### config.mk
export PLATFORM = sky130hd
export DESIGN_NAME = tcnb_divider
export DESIGN_NICKNAME = d
export VERILOG_FILES = /design/src/hw/rtl/tcnb_divider.sv
export SDC_FILE = /design/constraint.sdc
export NUM_CORES = 1
export LEC_CHECK = 0
export ABC_AREA = 1
export BUFFER_PORTS_ARGS = -buffer_cell sky130_fd_sc_hd__clkbuf_2
export CAP_MARGIN = 5
export CORE_MARGIN = 2
export CORE_UTILIZATION = 40
export CTS_CLUSTER_DIAMETER = 50
export DETAILED_ROUTE_END_ITERATION = 8
export PLACE_DENSITY_LB_ADDON = 0.2
export REMOVE_ABC_BUFFERS = 1
export SLEW_MARGIN = 0
export SYNTH_ARGS = -nofsm -noshare
export SYNTH_HDL_FRONTEND = slang
export SYNTH_SLANG_ARGS = --single-unit
### constraint.sdc
create_clock -name clock -period 3.1 [get_ports clock]
set_input_delay 0.31 -clock clock [delete_from_list [all_inputs] [get_ports clock]]
set_output_delay 0.31 -clock clock [all_outputs]
set_load 0.02 [all_outputs]
### src/hw/rtl/tcnb_divider.sv
// ---------------------------------------------------------------------------
// tcnb_divider: unsigned restoring divider
// One quotient bit per cycle, 64-bit dividend over a 48-bit divisor.
// ---------------------------------------------------------------------------
module tcnb_divider (
   input  logic        clock,
   input  logic        reset,
   input  logic        start,
   input  logic [63:0] dividend,
   input  logic [47:0] divisor,
   output logic        done,
   output logic [63:0] quotient
);
   logic [63:0] q_ff, q_in;
   logic [48:0] r_ff, r_in;
   logic [47:0] d_ff, d_in;
   logic [6:0]  n_ff, n_in;
   logic        busy_ff, busy_in, done_ff, done_in;
   logic [48:0] trial;

   always_comb begin
      q_in = q_ff; r_in = r_ff; d_in = d_ff; n_in = n_ff;
      busy_in = busy_ff; done_in = 1'b0;
      trial = {r_ff[47:0], q_ff[63]} - {1'b0, d_ff};
      if (start) begin
         q_in = dividend; r_in = '0; d_in = divisor; n_in = 7'd64; busy_in = 1'b1;
      end else if (busy_ff) begin
         if (!trial[48]) begin
            r_in = trial;
            q_in = {q_ff[62:0], 1'b1};
         end else begin
            r_in = {r_ff[47:0], q_ff[63]};
            q_in = {q_ff[62:0], 1'b0};
         end
         n_in = n_ff - 7'd1;
         if (n_ff == 7'd1) begin
            busy_in = 1'b0; done_in = 1'b1;
         end
      end
   end

   always_ff @(posedge clock) begin
      q_ff <= q_in; r_ff <= r_in; d_ff <= d_in; n_ff <= n_in;
      if (reset) begin
         busy_ff <= 1'b0; done_ff <= 1'b0;
      end else begin
         busy_ff <= busy_in; done_ff <= done_in;
      end
   end

   assign done = done_ff;
   assign quotient = q_ff;
endmodule

## Yosys cells after proc, flatten, opt, wreduce, memory -nomap -nowiden

Cells that the tools add are included.

| storage, ports and cells | value |
|---|---|
| bits in registers | 169 |
| input bits | 115 |
| output and inout port bits | 65 |
| logic and storage cells | 20 |

| operators by class | value |
|---|---|
| add/subtract/negate cells | 2 |
| eq/ne operators | 1 |
| muxes and demuxes | 8 |
| bitwise logic cells | 1 |
| reductions and logical operators | 2 |

Operators by type and width:

| cell | number |
|---|---|
| 64-bit two-way mux | 2 |
| 49-bit by 48-bit subtractor with 49-bit output | 1 |
| 48-bit two-way mux | 1 |
| 7-bit by 1-bit == test with 1-bit output, second input constant | 1 |
| 7-bit by 1-bit subtractor with 7-bit output, second input constant | 1 |
| 1-bit two-way mux | 5 |
| 3-bit OR reduction | 1 |
| 2-bit nonzero test | 1 |
| 1-bit inverter | 1 |

## Depth between registers and ports, before layout

| logic depth | value |
|---|---|
| depth in word-level cells | 4 |
| depth in mapped cells | 19 |
| mapped depth without buffers | 18 |

## Worst setup path after synthesis

No wires, ideal clock.

| timing path | value |
|---|---|
| path type | input to register |
| from | input port start |
| to | register q_ff[0] (netlist: quotient[0]) (enable) |
| library setup time | 0.419 ns |
| data arrival time | 2.119 ns |
| required time | 2.681 ns |
| slack | 0.563 ns |
| stages on the path | 4 |
| buffers on the path | 2 |
| path through | clkbuf_1 -> nor2_1 -> clkbuf_1 -> inv_1 |

| between the ends | value |
|---|---|
| cells in the longest elaborated chain, start to end | 1 |

RTL lines:

| item | RTL line | source |
|---|---|---|
| start, declared | 8 | `input logic start,` |
| 2-bit nonzero test (no line) | n/a |  |
| end signal, assigned | 43 | `q_ff <= q_in; r_ff <= r_in; d_ff <= d_in; n_ff <= n_in;` |
| end, declared | 14 | `logic [63:0] q_ff, q_in;` |

No other way between the ends.
A chain may end at the register's enable or synchronous reset.

## Worst setup path after layout

| timing path | value |
|---|---|
| from | register q_ff[63] (netlist: quotient[63]) |
| to | register r_ff[7] |

| between the ends | value |
|---|---|
| cells in the longest elaborated chain, start to end | 2 |

RTL lines:

| item | RTL line | source |
|---|---|---|
| 49-bit by 48-bit subtractor with 49-bit output | 24 | `trial = {r_ff[47:0], q_ff[63]} - {1'b0, d_ff};` |
| 48-bit two-way mux | 28 | `if (!trial[48]) begin` |
| end signal, assigned | 43 |  |
| end, declared | 15 | `logic [48:0] r_ff, r_in;` |

No other way between the ends.

==> results.py <==
metrics = {
    "status": {
        "status": "finished clean",
    },
    "power_and_ir_drop": {
        "power.density_mw_per_mm2": 423,
        "p_total_mw": 5.63,
        "ir_drop_v": 0.000364,
        "leakage_nw": 7.34,
    },
    "setup_path": {
        "rrSetupSlack_ps": 320,
        "arrival_ps": 3100,
        "worst_setup_path_end_kind": "flip-flop",
        "cp.required_ps": 3420,
        "critPathKind": "reg2reg",
        "cp_max_fo": 25,
        "critPathLaunchType": "flip-flop",
    },
    "floorplan": {
        "fp.dieH_um": 173,
        "die-area_mm2": 0.0299,
        "die_w_um": 173,
        "ios": 180,
        "rows": 61,
        "fp.coreArea_mm2": 0.0279,
        "initial_core_util_pct": 40.8,
    },
    "clock_network": {
        "cts_max_level": 4,
        "cts_buffers": 17,
        "clk_latency_ps": 450,
        "cts_buffer_depth": 2,
        "cts_setup_buffers": 0,
        "clockRootBuffer": "clkbuf_16",
        "clock_sinks": 169,
        "clk_pin_slew_ps": 80,
        "cts_tree": "built",
    },
    "finish": {
        "n_fill_cell": 2995,
        "diodes": 0,
        "final_area_mm2": 0.0133,
        "regArea_mm2": 0.00450,
        "layout_common_cells": "nand2_1 (756), inv_1 (325), clkbuf_2 (178), edfxtp_1 (112), nor2_1 (100)",
        "multi_input_area_mm2": 0.00547,
        "syn_to_final_growth_pct": 16.7,
        "drive_gt1_share_pct": 15.1,
        "nets": 2041,
        "final_core_util_pct": 47.6,
        "final_common_cell": "nand2_1",
    },
    "synth": {
        "yosysWarnings": 0,
        "async_reset_ff_share_pct": 0,
        "synth.top_cell.area_share_pct": 29.5,
        "synthAdderAreaFrac_pct": 5.66,
        "synth_top_family_by_area": "simple AND/OR/NAND/NOR gates",
        "ys_types": 38,
        "synth_xor_area_share_pct": 2.07,
        "yosys.area_share.simple_pct": 36.9,
        "synth-edff-count": 112,
        "syn_avg_cell_area_um2": 6.70,
        "ys.flop_type": "edfxtp_1",
        "yosysTopAreaCell": "edfxtp_1",
        "synthesis.area_mm2": 0.0114,
        "synthCells": 1702,
        "ys_seq_area_share_pct": 39.5,
        "synth.area.top_cells": "edfxtp_1 (29%), nand2_1 (25%), inv_1 (11%)",
        "synthMuxAreaShare_pct": 0,
        "synth-seq-cells": 169,
        "synth_compound_area_share_pct": 3.18,
    },
    "routing": {
        "detail_route.iter0.violations": 562,
        "antenna_left": 0,
        "drcViolationCount": 0,
        "dr_wl_met3_um": 2320,
        "routedWlPerCell_um": 13.8,
        "vias": 10600,
        "wl_met1_um": 14500,
        "dr_wl_met2_um": 13900,
        "vias_per_cell": 4.66,
        "top_layer": "met4",
        "routed_wl_um": 31200,
        "firstDrtPassIters": 5,
    },
    "timing": {
        "period_share_pct": 89.8,
        "slew_headroom_pct": 56.2,
        "worst_pin_slew_ps": 655,
        "rsz0062_at_grt": "no",
        "hold_viol": 0,
        "maxSlewViolCount": 0,
        "worst_hold_slack_ps": 34.0,
        "max_freq_mhz": 359,
        "period_minus_slack_ps": 2780,
        "setup_viol": 0,
        "skew_ps": 21.3,
        "setup_ws_ps": 317,
    },
    "placed_design": {
        "post-place-ws_ps": 286,
        "gp_congestion": 0.961,
        "dpl.hpwl_um": 24300,
        "port-buffer-count": 179,
        "post_dp_cell_area_mm2": 0.0127,
    },
    "run": {
        "cap_violations": 0,
    },
    "global_route": {
        "grt-ovfl-total": 0,
        "antenna_found_initial": 0,
        "grt_pass1_vias": 10400,
        "track_usage_pct": 21.4,
        "grt_max_degree": 92,
        "grt_pass1_wl_um": 51600,
    },
    "min_path": {
        "hold_path_class": "in2reg",
    },
}
## timing repair
action / 4_1_cts / 5_1_grt
hold buffers: 0 / 0
endpoints found under the hold margin: 0 / 0
endpoints found under the setup margin: 0 / 7
gates resized for setup: 0 / 1
## cell usage after synthesis, types with 5 or more instances
cell type,instances
dfxtp_1,57
nor2_2,7
buf_2,7
nand2_1,756
nor2_1,102
a21oi_1,40
inv_1,327
inv_2,9
edfxtp_1,112
ha_1,50
nor3_1,6
nand3_1,79
nand2_2,27
xor2_1,11
clkbuf_1,21
nand4_1,14
nand3_2,11
o21ai_0,16
xnor2_1,16
nor4_1,5
## metal layers
| metal | up-vias | track usage [%] |
|---|---|---|
| met4 | 0 | 6.67 |
| met1 | 4720 | 28.2 |
| met3 | 33 | 5.36 |
| met5 | - | 0 |
| li1 | 5488 | - |
| met2 | 310 | 34.7 |
## where the power goes
| part | total [mW] | internal, mW | switching (mW) |
|---|---|---|---|
| clock | 2.14 | 1.19 | 0.956 |
| combinational | 0.822 | 0.271 | 0.550 |
| sequential | 2.66 | 2.58 | 0.0806 |
## metrics by stage
stage               setup TNS [ps]  instances
floorplan                   -51220       1668
global placement                 0       2234
detailed placement               0       2234
CTS                              0       2266
global route                     0       2266
finish                           0       2266
## cells by family (layout without fill, tap and decap cells)
kind of cell,Yosys count,count (layout)
AOI/OAI and AO/OA,67,67
xor gates and xnor gates,27,27
adders and majority gates,51,51
buffers and inverters,370,556
DFF,169,169
and+or+nand+nor,1018,1018
## cell type report
cell class	instances	area share, %
tap	378	3.55
clock inverter	10	0.781
multi-input combinational	1163	41.1
timing repair buffer	188	7.64
inverter	336	9.48
sequential	169	33.9
clock buffer	22	3.56
## path summary, 6_finish.rpt
path,from,endpoint,depth (start not counted)
hold / removal,divisor[9],d_ff[9],1
setup / recovery,quotient[63],r_ff[7],18
hold reg to reg,r_ff[31],r_ff[31],2
setup reg to reg,quotient[63],r_ff[7],18
## registers in the layout, summed over array words and instances (netlist names)
register / cells
done: 1
d_ff: 48
r_ff: 48
quotient: 64
busy_ff: 1
n_ff: 7
## worst max-delay path, cell delays in order, from the launching register on
cell and delay [ps]:
edfxtp_1 340, inv_1 60, ha_1 220, fa_1 430, inv_1 120, nand2_1 50, nand2_1 70, nand3_1 90
nand2_2 120, nand2_1 80, nand2_2 120, nand2_2 100, nand3_2 120, nand2_4 120, nand2_8 150, buf_12 220
nand2_1 80, nand3_1 80, nand2_1 50
Power figures use the tool's default switching activity.
